[config.mk]
export PLATFORM = sky130hd
export DESIGN_NAME = gyro_tilt_gesture_detector
export DESIGN_NICKNAME = d
export VERILOG_FILES = /design/src/hdl/gtg_pkg.sv /design/src/hdl/gtg_cfg_regs.sv /design/src/hdl/gtg_step.sv /design/src/hdl/gyro_tilt_gesture_detector.sv
export VERILOG_INCLUDE_DIRS = /design/src /design/src/hdl
export SDC_FILE = /design/constraint.sdc
export NUM_CORES = 1
export LEC_CHECK = 0
export ABC_AREA = 1
export BUFFER_PORTS_ARGS = -buffer_cell sky130_fd_sc_hd__buf_2
export CORE_MARGIN = 2
export CORE_UTILIZATION = 50
export DETAILED_ROUTE_END_ITERATION = 7
export PLACE_DENSITY = 0.7
export SETUP_SLACK_MARGIN = 0.4
export SLEW_MARGIN = 20
export SYNTH_ARGS = -nofsm -noshare
export SYNTH_HDL_FRONTEND = slang
export SYNTH_SLANG_ARGS = --single-unit
export TNS_END_PERCENT = 50
[constraint.sdc]
create_clock -name clock -period 4 [get_ports clock]
set_input_delay 0 -clock clock [delete_from_list [all_inputs] [get_ports clock]]
set_output_delay 0 -clock clock [all_outputs]
set_load 0.02 [all_outputs]
[src/hdl/gyro_tilt_gesture_detector_defines.svh]
// assertion macros for the gyro tilt gesture detector
// used by the top level, needs a clock named clock and a reset named reset
`ifndef GYRO_TILT_GESTURE_DETECTOR_DEFINES_SVH
`define GYRO_TILT_GESTURE_DETECTOR_DEFINES_SVH

// property checked on every clock edge outside reset
`define GTG_ASSERT(label, prop, msg) \
   label: assert property (@(posedge clock) disable iff (reset) (prop)) else $error(msg);

// condition that must never be seen outside reset
`define GTG_NEVER(label, cond, msg) \
   `GTG_ASSERT(label, !(cond), msg)

`endif

[src/hdl/gtg_pkg.sv]
// shared types, codes and constants of the gyro tilt gesture detector
// no dependencies
package gtg_pkg;

   localparam int TIME_BITS = 32;
   localparam int NOW_BITS  = 32;
   localparam int RATE_BITS = 16;
   localparam int THR_BITS  = 15;
   localparam int MS_BITS   = 16;
   localparam int AXIS_BITS = RATE_BITS + 1;
   localparam int CSR_IDX_BITS  = 3;
   localparam int CSR_DATA_BITS = 32;

   typedef logic [TIME_BITS-1:0] time_type;

   // register indexes
   localparam logic [CSR_IDX_BITS-1:0] CSR_SENSOR_PRESENT   = 3'd0;
   localparam logic [CSR_IDX_BITS-1:0] CSR_START_TIME_MS    = 3'd1;
   localparam logic [CSR_IDX_BITS-1:0] CSR_TRIGGER_RATE     = 3'd2;
   localparam logic [CSR_IDX_BITS-1:0] CSR_NEUTRAL_RATE     = 3'd3;
   localparam logic [CSR_IDX_BITS-1:0] CSR_HOLDOFF_MS       = 3'd4;
   localparam logic [CSR_IDX_BITS-1:0] CSR_SAMPLE_PERIOD_MS = 3'd5;
   localparam logic [CSR_IDX_BITS-1:0] CSR_WAKE_SETTLE_MS   = 3'd6;
   localparam logic [CSR_IDX_BITS-1:0] CSR_SLEEP_SETTLE_MS  = 3'd7;

   // register reset values
   localparam logic [THR_BITS-1:0] TRIGGER_RATE_RST     = 15'd6400;
   localparam logic [THR_BITS-1:0] NEUTRAL_RATE_RST     = 15'd1280;
   localparam logic [MS_BITS-1:0]  HOLDOFF_MS_RST       = 16'd500;
   localparam logic [MS_BITS-1:0]  SAMPLE_PERIOD_MS_RST = 16'd20;
   localparam logic [MS_BITS-1:0]  WAKE_SETTLE_MS_RST   = 16'd100;
   localparam logic [MS_BITS-1:0]  SLEEP_SETTLE_MS_RST  = 16'd100;

   // mode codes
   localparam logic [1:0] MODE_OFF      = 2'd0;
   localparam logic [1:0] MODE_NORMAL   = 2'd1;
   localparam logic [1:0] MODE_INVERTED = 2'd2;

   // orientation codes
   localparam logic [1:0] ORIENT_PORTRAIT  = 2'd0;
   localparam logic [1:0] ORIENT_INVERTED  = 2'd1;
   localparam logic [1:0] ORIENT_LAND_CW   = 2'd2;
   localparam logic [1:0] ORIENT_LAND_CCW  = 2'd3;

   typedef struct packed {
      logic                sensor_present;
      logic [NOW_BITS-1:0] start_time_ms;
      logic [THR_BITS-1:0] trigger_rate;
      logic [THR_BITS-1:0] neutral_rate;
      logic [MS_BITS-1:0]  holdoff_ms;
      logic [MS_BITS-1:0]  sample_period_ms;
      logic [MS_BITS-1:0]  wake_settle_ms;
      logic [MS_BITS-1:0]  sleep_settle_ms;
   } cfg_type;

   typedef struct packed {
      logic                        awake;
      logic                        in_tilt;
      time_type                    wake_stamp;
      time_type                    last_poll_stamp;
      time_type                    last_event_stamp;
      logic                        forward_flag;
      logic                        back_flag;
      logic                        activity_flag;
   } state_type;

   typedef struct packed {
      logic [NOW_BITS-1:0]         now_ms;
      logic [1:0]                  mode;
      logic [1:0]                  orientation;
      logic                        in_reader;
      logic                        bus_ok;
      logic signed [RATE_BITS-1:0] rate_x;
      logic signed [RATE_BITS-1:0] rate_y;
      logic                        clear_events;
   } req_type;

   typedef struct packed {
      logic forward_pending;
      logic back_pending;
      logic activity_pending;
      logic sensor_awake;
      logic tilt_active;
      logic sample_taken;
   } rsp_type;

endpackage

[src/hdl/gtg_cfg_regs.sv]
// configuration register file of the gyro tilt gesture detector
// depends on gtg_pkg
module gtg_cfg_regs (
   input  logic                                clock,
   input  logic                                reset,
   input  logic                                csr_wen,
   input  logic [gtg_pkg::CSR_IDX_BITS-1:0]    csr_index,
   input  logic [gtg_pkg::CSR_DATA_BITS-1:0]   csr_wdata,
   output gtg_pkg::cfg_type                    cfg
);

   gtg_pkg::cfg_type cfg_ff;
   gtg_pkg::cfg_type cfg_in;

   always_comb begin
      cfg_in = cfg_ff;
      if (csr_wen) begin
         unique case (csr_index)
            gtg_pkg::CSR_SENSOR_PRESENT:   cfg_in.sensor_present = csr_wdata[0];
            gtg_pkg::CSR_START_TIME_MS:
               cfg_in.start_time_ms = csr_wdata[gtg_pkg::NOW_BITS-1:0];
            gtg_pkg::CSR_TRIGGER_RATE:
               cfg_in.trigger_rate = csr_wdata[gtg_pkg::THR_BITS-1:0];
            gtg_pkg::CSR_NEUTRAL_RATE:
               cfg_in.neutral_rate = csr_wdata[gtg_pkg::THR_BITS-1:0];
            gtg_pkg::CSR_HOLDOFF_MS:
               cfg_in.holdoff_ms = csr_wdata[gtg_pkg::MS_BITS-1:0];
            gtg_pkg::CSR_SAMPLE_PERIOD_MS:
               cfg_in.sample_period_ms = csr_wdata[gtg_pkg::MS_BITS-1:0];
            gtg_pkg::CSR_WAKE_SETTLE_MS:
               cfg_in.wake_settle_ms = csr_wdata[gtg_pkg::MS_BITS-1:0];
            gtg_pkg::CSR_SLEEP_SETTLE_MS:
               cfg_in.sleep_settle_ms = csr_wdata[gtg_pkg::MS_BITS-1:0];
            default: cfg_in = cfg_ff;
         endcase
      end
   end

   always_ff @(posedge clock) begin
      if (reset) begin
         cfg_ff.sensor_present   <= 1'b0;
         cfg_ff.start_time_ms    <= '0;
         cfg_ff.trigger_rate     <= gtg_pkg::TRIGGER_RATE_RST;
         cfg_ff.neutral_rate     <= gtg_pkg::NEUTRAL_RATE_RST;
         cfg_ff.holdoff_ms       <= gtg_pkg::HOLDOFF_MS_RST;
         cfg_ff.sample_period_ms <= gtg_pkg::SAMPLE_PERIOD_MS_RST;
         cfg_ff.wake_settle_ms   <= gtg_pkg::WAKE_SETTLE_MS_RST;
         cfg_ff.sleep_settle_ms  <= gtg_pkg::SLEEP_SETTLE_MS_RST;
      end else begin
         cfg_ff <= cfg_in;
      end
   end

   assign cfg = cfg_ff;

endmodule

[src/hdl/gtg_step.sv]
// next-state and response logic for one update request
// depends on gtg_pkg
module gtg_step (
   input  gtg_pkg::cfg_type   cfg,
   input  gtg_pkg::state_type st,
   input  gtg_pkg::req_type   req,
   output gtg_pkg::state_type st_next,
   output gtg_pkg::rsp_type   rsp
);

   gtg_pkg::time_type                     now_t;
   gtg_pkg::time_type                     el_start;
   gtg_pkg::time_type                     el_wake;
   gtg_pkg::time_type                     el_poll;
   gtg_pkg::time_type                     el_event;
   logic                                  inv;
   logic                                  active;
   logic                                  sample;
   logic                                  negate;
   logic signed [gtg_pkg::AXIS_BITS-1:0]  raw;
   logic signed [gtg_pkg::AXIS_BITS-1:0]  axis;
   logic signed [gtg_pkg::AXIS_BITS-1:0]  mag;
   logic signed [gtg_pkg::AXIS_BITS-1:0]  trig;
   logic signed [gtg_pkg::AXIS_BITS-1:0]  neutral;

   always_comb begin
      now_t    = gtg_pkg::time_type'(req.now_ms);
      el_start = now_t - gtg_pkg::time_type'(cfg.start_time_ms);
      el_wake  = now_t - st.wake_stamp;
      el_poll  = now_t - st.last_poll_stamp;
      el_event = now_t - st.last_event_stamp;
      inv      = (req.mode == gtg_pkg::MODE_INVERTED);
      active   = req.in_reader && (req.mode != gtg_pkg::MODE_OFF);

      // axis selection and sign
      case (req.orientation)
         gtg_pkg::ORIENT_PORTRAIT: negate = inv;
         gtg_pkg::ORIENT_INVERTED: negate = !inv;
         gtg_pkg::ORIENT_LAND_CW:  negate = !inv;
         default:                  negate = inv;
      endcase
      raw = req.orientation[1] ? gtg_pkg::AXIS_BITS'(req.rate_y)
                               : gtg_pkg::AXIS_BITS'(req.rate_x);
      axis    = negate ? -raw : raw;
      mag     = axis[gtg_pkg::AXIS_BITS-1] ? -axis : axis;
      trig    = signed'({2'b00, cfg.trigger_rate});
      neutral = signed'({2'b00, cfg.neutral_rate});

      st_next = st;
      sample  = 1'b0;

      if (cfg.sensor_present) begin
         if (!active) begin
            if (st.awake && req.bus_ok &&
                el_wake >= gtg_pkg::time_type'(cfg.sleep_settle_ms)) begin
               st_next.forward_flag  = 1'b0;
               st_next.back_flag     = 1'b0;
               st_next.activity_flag = 1'b0;
               st_next.in_tilt       = 1'b0;
               st_next.awake         = 1'b0;
            end
         end else if (!st.awake) begin
            if (req.bus_ok &&
                el_start >= gtg_pkg::time_type'(cfg.sleep_settle_ms)) begin
               st_next.last_poll_stamp  = now_t;
               st_next.last_event_stamp = now_t;
               st_next.wake_stamp       = now_t;
               st_next.awake            = 1'b1;
            end
         end else if (el_wake >= gtg_pkg::time_type'(cfg.wake_settle_ms) &&
                      el_poll >= gtg_pkg::time_type'(cfg.sample_period_ms)) begin
            st_next.last_poll_stamp = now_t;
            if (req.bus_ok) begin
               sample = 1'b1;
               if (st.in_tilt) begin
                  if (mag < neutral) begin
                     st_next.in_tilt = 1'b0;
                  end
               end else if (el_event >= gtg_pkg::time_type'(cfg.holdoff_ms)) begin
                  if (axis > trig) begin
                     st_next.forward_flag     = 1'b1;
                     st_next.activity_flag    = 1'b1;
                     st_next.in_tilt          = 1'b1;
                     st_next.last_event_stamp = now_t;
                  end else if (axis < -trig) begin
                     st_next.back_flag        = 1'b1;
                     st_next.activity_flag    = 1'b1;
                     st_next.in_tilt          = 1'b1;
                     st_next.last_event_stamp = now_t;
                  end
               end
            end
         end
      end

      rsp.forward_pending  = st_next.forward_flag;
      rsp.back_pending     = st_next.back_flag;
      rsp.activity_pending = st_next.activity_flag;
      rsp.sensor_awake     = st_next.awake;
      rsp.tilt_active      = st_next.in_tilt;
      rsp.sample_taken     = sample;

      // flags clear after they are reported
      if (cfg.sensor_present && req.clear_events) begin
         st_next.forward_flag  = 1'b0;
         st_next.back_flag     = 1'b0;
         st_next.activity_flag = 1'b0;
      end
   end

endmodule

[src/hdl/gyro_tilt_gesture_detector.sv]
// Gyro tilt gesture detector, top level.
// Depends on gtg_pkg, gtg_cfg_regs, gtg_step and the assertion macro header.
//
// Usage:
//   Each request on the req_ channel is one update call: time stamp, mode,
//   orientation, reader and bus status, raw X/Y rates and a clear flag.
//   Each request gives exactly one response on the rsp_ channel with the
//   pending tilt events, the awake and in-tilt status and a sample flag.
//   Configuration is written through csr_wen/csr_index/csr_wdata, one
//   register per cycle, while no request is in flight.
// Timing:
//   A request is captured in an input register; the combinational update
//   logic then moves the detector state and loads the response register
//   when it is empty or being taken; rsp_valid rises as it is loaded.
//   Throughput is one request per cycle while rsp_ready stays high.
// Reset:
//   Sensor asleep, no tilt, all stamps and flags zero, registers at their
//   defaults (sensor marked absent). Both channels come up empty.
// Stall:
//   A held response keeps its register; one more request may wait in the
//   input register, after which req_ready drops until the response is taken.
`include "gyro_tilt_gesture_detector_defines.svh"

module gyro_tilt_gesture_detector (
   input  logic                                  clock,
   input  logic                                  reset,
   input  logic                                  req_valid,
   output logic                                  req_ready,
   input  logic [gtg_pkg::NOW_BITS-1:0]          req_now_ms,
   input  logic [1:0]                            req_mode,
   input  logic [1:0]                            req_orientation,
   input  logic                                  req_in_reader,
   input  logic                                  req_bus_ok,
   input  logic signed [gtg_pkg::RATE_BITS-1:0]  req_rate_x,
   input  logic signed [gtg_pkg::RATE_BITS-1:0]  req_rate_y,
   input  logic                                  req_clear_events,
   output logic                                  rsp_valid,
   input  logic                                  rsp_ready,
   output logic                                  rsp_forward_pending,
   output logic                                  rsp_back_pending,
   output logic                                  rsp_activity_pending,
   output logic                                  rsp_sensor_awake,
   output logic                                  rsp_tilt_active,
   output logic                                  rsp_sample_taken,
   input  logic                                  csr_wen,
   input  logic [gtg_pkg::CSR_IDX_BITS-1:0]      csr_index,
   input  logic [gtg_pkg::CSR_DATA_BITS-1:0]     csr_wdata
);

   gtg_pkg::cfg_type   cfg;
   gtg_pkg::req_type   req_ff;
   gtg_pkg::req_type   req_in;
   logic               req_valid_ff;
   logic               req_valid_in;
   gtg_pkg::state_type state_ff;
   gtg_pkg::state_type state_in;
   gtg_pkg::rsp_type   rsp_ff;
   gtg_pkg::rsp_type   rsp_in;
   logic               rsp_valid_ff;
   logic               rsp_valid_in;
   logic               advance;
   logic               req_take;

   gtg_cfg_regs u_cfg (
      .clock     (clock),
      .reset     (reset),
      .csr_wen   (csr_wen),
      .csr_index (csr_index),
      .csr_wdata (csr_wdata),
      .cfg       (cfg)
   );

   gtg_step u_step (
      .cfg     (cfg),
      .st      (state_ff),
      .req     (req_ff),
      .st_next (state_in),
      .rsp     (rsp_in)
   );

   assign advance   = req_valid_ff && (!rsp_valid_ff || rsp_ready);
   assign req_ready = !req_valid_ff || advance;
   assign req_take  = req_valid && req_ready;

   always_comb begin
      req_in.now_ms       = req_now_ms;
      req_in.mode         = req_mode;
      req_in.orientation  = req_orientation;
      req_in.in_reader    = req_in_reader;
      req_in.bus_ok       = req_bus_ok;
      req_in.rate_x       = req_rate_x;
      req_in.rate_y       = req_rate_y;
      req_in.clear_events = req_clear_events;
      req_valid_in = req_take || (req_valid_ff && !advance);
      rsp_valid_in = advance || (rsp_valid_ff && !rsp_ready);
   end

   always_ff @(posedge clock) begin
      if (reset) begin
         req_valid_ff <= 1'b0;
         rsp_valid_ff <= 1'b0;
         state_ff     <= '0;
      end else begin
         req_valid_ff <= req_valid_in;
         rsp_valid_ff <= rsp_valid_in;
         if (advance) begin
            state_ff <= state_in;
         end
      end
      if (req_take) begin
         req_ff <= req_in;
      end
      if (advance) begin
         rsp_ff <= rsp_in;
      end
   end

   assign rsp_valid            = rsp_valid_ff;
   assign rsp_forward_pending  = rsp_ff.forward_pending;
   assign rsp_back_pending     = rsp_ff.back_pending;
   assign rsp_activity_pending = rsp_ff.activity_pending;
   assign rsp_sensor_awake     = rsp_ff.sensor_awake;
   assign rsp_tilt_active      = rsp_ff.tilt_active;
   assign rsp_sample_taken     = rsp_ff.sample_taken;

   `GTG_NEVER(a_tilt_needs_awake, state_ff.in_tilt && !state_ff.awake, "in tilt while asleep")
   `GTG_NEVER(a_event_sets_activity, (state_ff.forward_flag || state_ff.back_flag) && !state_ff.activity_flag, "event flag without activity flag")
   `GTG_ASSERT(a_state_holds, (!advance |=> $stable(state_ff)), "state moved without a request")
   `GTG_ASSERT(a_rsp_from_request, ($rose(rsp_valid_ff) |-> $past(advance)), "response without a request")

endmodule
After elaboration in Yosys (flattened, before gate mapping)
Index checks and enable logic that the tools add are counted.
- bits in registers: 307
- latch bits: 0
- memory bits (writable): 0
- ROM bits: 0
- input port bits: 111
- output and inout port bits: 8
- logic and storage cells: 134
- memories kept: 0
- add/sub/neg operators: 7
- multipliers: 0
- divide/modulo/power cells: 0
- order comparisons: 8
- equality and inequality tests: 15
- shifts and indexed selects: 0
- muxes and demuxes: 36
- bitwise operators: 1
- reductions and logical operators: 35
- operator list (operator ; number):
    $mux W96 ; 2
    $ge A32 B16 Y1 ; 5
    $sub A32 B32 Y32 ; 4
    $mux W35 ; 3
    $mux W101 ; 1
    $mux W32 ; 3
    $mux W67 ; 1
    $mux W64 ; 1
    $mux W17 ; 3
    $neg A17 Y17 ; 2
    $gt A17 B16 Y1 ; 1
    $lt A17 B16 Y1 ; 1
    $lt A17 B17 Y1 ; 1
    $neg A15 Y17 ; 1
    $reduce_and A2 Y1 ; 8
    $mux W1 ; 15
    $eq A3 B3 Y1 const B ; 4
    $mux W3 ; 4
    $logic_and A1 B1 Y1 ; 10
    $reduce_and A5 Y1 ; 2
    $reduce_and A9 Y1 ; 1
    $eq A3 B2 Y1 const B ; 2
    $mux W2 ; 3
    $logic_not A1 Y1 ; 5
    12 further kinds ; 19

Depth between registers and ports, before layout
- word-level depth: 15
- mapped depth: 34
- depth with buffers taken out: 34

Modules after synthesis
Synthesis repeated with hierarchy kept, for this count alone.
- cell total of the unflattened synthesis: 5080
- area, all modules: 29881.2 sq um
- by module, submodules not included (module ; times used ; cells an instance ; area an instance (sq um) ; sequential area each (sq um)):
    gtg_step ; 1 ; 3607 ; 17948.5 ; 0.0
    gyro_tilt_gesture_detector ; 1 ; 752 ; 6911.6 ; 4374.2
    gtg_cfg_regs ; 1 ; 721 ; 5021.1 ; 2542.4

Least setup slack after synthesis
Ideal clock, no wire load.
- kind: register -> register
- from: register req_ff[36] (netlist name)
- to: register rsp_ff (netlist bit rsp_tilt_active) (data pin)
- library setup time: 253 ps
- data arrival time: 3793 ps
- required time: 3747 ps
- slack: -47 ps
- stages on the path, launching flop included: 27
- path buffers: 2
- clock period less this slack: 4047 ps
- cell sequence: edfxtp_1 buf_6 xnor2_1 inv_1 nand2_1 nand2_2 buf_6 o21ai_0 ha_1 nand3_1 nor3_1 nand3_1 o31ai_1 xor2_1 ha_1 inv_1 nor3_1 a211oi_1 a21oi_1 a211oi_1 nand2_1 nor2_1 nand4_1 nand2_1 nand3_1 nand2_1 nand2_1
- RTL lines (element ; line ; text):
    start, declared ; gyro_tilt_gesture_detector.sv:51 ; gtg_pkg::req_type req_ff;
    start signal, assigned ; gyro_tilt_gesture_detector.sv:111 ; req_ff <= req_in;
    end signal, assigned ; gyro_tilt_gesture_detector.sv:114 ; rsp_ff <= rsp_in;
    end, declared ; gyro_tilt_gesture_detector.sv:57 ; gtg_pkg::rsp_type rsp_ff;

Worst setup path after layout
- from: register req_ff[49] (netlist name)
- to: register state_ff[48] (netlist name)
- cells in the longest elaborated chain, start to end: 5
- elaborated cells on any way between the ends: 11
- classes of those cells: add/sub (3); order compare (3); eq/ne (1); reduce/logical (4)
- RTL lines (element ; line ; text):
    $sub A32 B32 Y32, on equally long branches ; gtg_step.sv:29, gtg_step.sv:28, gtg_step.sv:30 ;
    $ge A32 B16 Y1, on equally long branches ; gtg_step.sv:70, gtg_step.sv:64, gtg_step.sv:71 ;
    $logic_and A1 B1 Y1, on equally long branches ; gtg_step.sv:70, gtg_step.sv:63 ;
    $ne A2 B1 Y1 (no source line) or $reduce_bool A2 Y1 (tied branches) ; - ;
    $reduce_and A5 Y1 (no source line) * ; - ;
    end signal, assigned ; gyro_tilt_gesture_detector.sv:107 ; state_ff <= state_in;
    end, declared ; gyro_tilt_gesture_detector.sv:55 ; gtg_pkg::state_type state_ff;
Every way passes the cells marked *; elsewhere a longest branch is shown, timed or not.
A chain may end at the register's enable or synchronous reset.

==> summary.md <==
| Metric | Value |
|---|---|
| Outcome | finished with violations |
| Failing checks | negative setup slack |
| Hold Slack | 0.0231 ns |
| Most common cell in the netlist | nand2_1 |
| Xor and xnor area share after synthesis | 3.71% |
| Slowest cell on crit path | edfxtp_1 |
| Fraction of the mapped netlist area in adder cells | 13.0% |
| Pre-CTS WS | -0.430 ns |
| Fillers | 3,640 |
| Worst Path Arrival | 5.03 ns |
| Maximum vdd drop | 0.376 mV |
| Drt first pass iters | 7 |
| First-pass GRT wire length | 144 mm |
| Largest cells by area after synthesis | dfxtp_1, nand2_1, ha_1, edfxtp_1, inv_1 |
| R2r startpoint | req_ff[49] |
| Synth Cell Area | 0.0243 sq mm |
| Post-synth cell types | 46 |
| Clock tree root driver cell | clkbuf_16 |
| Simple-Gate Fraction of Synth Area | 28.3% |
| Routed vias | 28,668 |
| CTS tree | yes |
| Ys flop type | dfxtp_1 |
| EDFF count, synth | 77 |
| Top cells by count, synth | nand2_1, inv_1, nor2_1 |
| Final Hold Fails | 0 |
| Overall routing resource usage | 36.5% |
| Final worst slack | -0.619 ns |
| DIE AREA | 0.0505 sq mm |
| Reg2reg end | state_ff[48] |
| #FFs+latches synth | 307 |
| Final Instance Area | 0.0346 sq mm |
| Fmax | 0.217 GHz |
| Min-Delay Endpoint | u_cfg.cfg[34] |
| Synth Warn # | 0 |
| CP max stage delay | 0.50 ns |
| Area of the multi-input gates | 0.0165 sq mm |
| Dpl cell area | 0.0293 sq mm |
| Vias in the first global route | 27,226 |
| Initial core utilization | 50.9% |
| Worst setup path category | reg -> reg |
| DPL Wire Length | 67.8 mm |
| Slew Limit Headroom | 42.9% |
| Worst setup EP type | flop |
| Avg Synthesized Cell Area | 6.57 sq um |
| CTS Buffer Depth | 3 |
| Setup tns final | -38.10 ns |
| CP Max Fanout | 7 |
| CTS buffer count | 36 |
| Fin. max-slew vios | 0 |
| Drt total wl | 97.5 mm |
| Worst endpoint required time | 4.41 ns |
| RSZ-0062 raised after global routing | yes |
| FF/Latch Area | 0.00692 sq mm |
| Remaining Overflow, GRT | 0 |
| Final ANT Viol Nets | 0 |
| Routability congestion estimate | 1.01 |
| H-tree levels | 2 |
| Sequential area share after synthesis | 28.4% |
| Share of the synthesized area in the top cell type | 18.9% |
| DR DRC count | 0 |
| Area growth, synth to finish | 42.1% |
| Clk Latency, worst-skew pair | 0.56 ns |
| Fraction of registers with async set/reset | 0% |
| Site Rows | 80 |
| Largest net degree at the start of global routing | 124 |
| # setup viols final | 105 |
| Pwr/cell area | 305 mW/mm^2 |
| Num ports | 119 |
| Mux share of post-synthesis cell area | 0% |
| Crit path time final | 4.62 ns |
| Cells on worst reg2reg path | 28 |
| Clk slew on worst S/H paths | 0.06 ns |
| Compound-gate portion of the synthesized area | 15.8% |
| Antenna violations before repair | 2 |
| Largest family of logic cells by synthesized area | simple AND/OR/NAND/NOR gates |
| Hold path startpoint | csr_wen |
| Initial drt markers | 3,129 |
| Hold depth | 5 |
| Layout net count | 4,832 |
| Worst Tran Pin Value | 0.856 ns |
| Leak | 16.1 nW |
| Ant. Diodes | 0 |
| Final Cycle Share | 115% |
| Post-synthesis cell count | 3,705 |
| Area leader, netlist | dfxtp_1 |
| Port Buffers | 118 |
| Via density | 5.61 |
| Layout cells sized above 1 | 24.5% |
| Syn_nets | 4,066 |
| Reg2reg setup slack | -0.62 ns |
| Chip Height | 225 microns |
| Core area | 0.0478 sq mm |
| Max cap viols | 0 |
| Clk_skew | 0.0146 ns |
| Die width | 225 microns |
| Setup crit start kind | flop |
| DR WL/cell | 19.1 microns |
| Min-Delay Path Class | in -> reg |
| Sink Count | 307 |
[layer usage]
layer / vias up / GRT usage (%) / part of all wire (%) / wire, microns
met4: 0 / 21.6 / 7.0 / 6830
met5: - / 0 / 0 / 0
met2: 1407 / 60.9 / 46 / 44900
met1: 13175 / 44.2 / 38 / 37400
li1: 13663 / - / - / -
met3: 423 / 6.36 / 8.6 / 8380
[where the power goes]
part / switching [mW] / internal (mW) / leakage [nW]
sequential: 0.0656 / 3.28 / 2.61
combinational: 2.06 / 1.59 / 12.9
clock: 1.43 / 2.12 / 0.603
[how the worst max path moves through the flow]
stage,slack (ns),to,cells past startpoint,from
2_1_floorplan,0.27,rsp_tilt_active,26,req_ff[36]
3_3_place_gp,-0.41,rsp_tilt_active,28,req_ff[36]
3_5_place_dp,-0.43,rsp_tilt_active,28,req_ff[36]
4_1_cts,-0.34,rsp_tilt_active,28,req_ff[36]
5_1_grt,-0.74,state_ff[48],29,req_ff[48]
6_report,-0.62,state_ff[48],28,req_ff[49]
[what timing repair did]
| item | in CTS | in global routing |
|---|---|---|
| gates resized for setup | 280 | 194 |
| setup endpoints to repair | 107 | 107 |
| buffers inserted | 62 | 25 |
| hold buffers | 115 | 0 |
| pin swaps | 121 | 125 |
| endpoints found under the hold margin | 227 | 0 |
| cloned | 16 | 0 |
[cells by family (layout without fill, tap and decap cells)]
family | after synthesis | in the layout
XOR/XNOR | 103 | 103
buffers and inverters | 687 | 1480
AND/OR/NAND/NOR | 1650 | 1651
adder cells (fa/ha/maj) | 250 | 250
flip-flops | 307 | 307
AO/OA/AOI/OAI | 708 | 708
[state kept, by name, indices dropped and copies added, names as in the netlist]
register,count
req_ff,71
req_valid_ff,1
rsp_activity_pending,1
rsp_back_pending,1
rsp_forward_pending,1
rsp_sample_taken,1
rsp_sensor_awake,1
rsp_tilt_active,1
rsp_valid,1
state_ff,101
u_cfg.cfg,127
[cells in the final DEF (no fill, tap or decap), types with 39 or more instances in the layout]
cell type / count
o21ai_0: 196
dfxtp_1: 230
dlygate4sd3_1: 115
nor3_1: 39
nand3_1: 193
xor2_1: 90
nand4_1: 72
a21oi_1: 301
edfxtp_1: 77
inv_1: 571
buf_4: 494
nand2_1: 795
nand2_2: 91
nor2_1: 326
ha_1: 215
buf_2: 117
[worst max-delay path, delay by kind of cell (launching register included)]
family / cells / cell delay [ns]
xor+xnor: 1 / 0.15
fa+ha+maj: 2 / 0.58
compound gates: 3 / 0.54
simple gates: 15 / 1.74
buf+inv: 7 / 0.96
flops: 1 / 0.50
[through the flow]
stage | util [%] | cells | total power, mW
2_1_floorplan | - | 3705 | 5.13
3_3_place_gp | 61.2 | 4830 | 6.34
3_5_place_dp | 61.2 | 4830 | 6.38
4_1_cts | 70.3 | 5089 | 10.2
5_1_grt | 72.3 | 5114 | 11.0
6_report | 72.3 | 5114 | 10.6
[final cells by class]
| class | count | area share (%) |
|---|---|---|
| clock inverter | 12 | 0.507 |
| inverter | 605 | 6.69 |
| timing repair buffer | 809 | 19.8 |
| clock buffer | 54 | 3.10 |
| multi-input combinational | 2712 | 47.7 |
| tap | 615 | 2.23 |
| sequential | 307 | 20.0 |
Note: power is estimated with default switching activity, not from simulation.
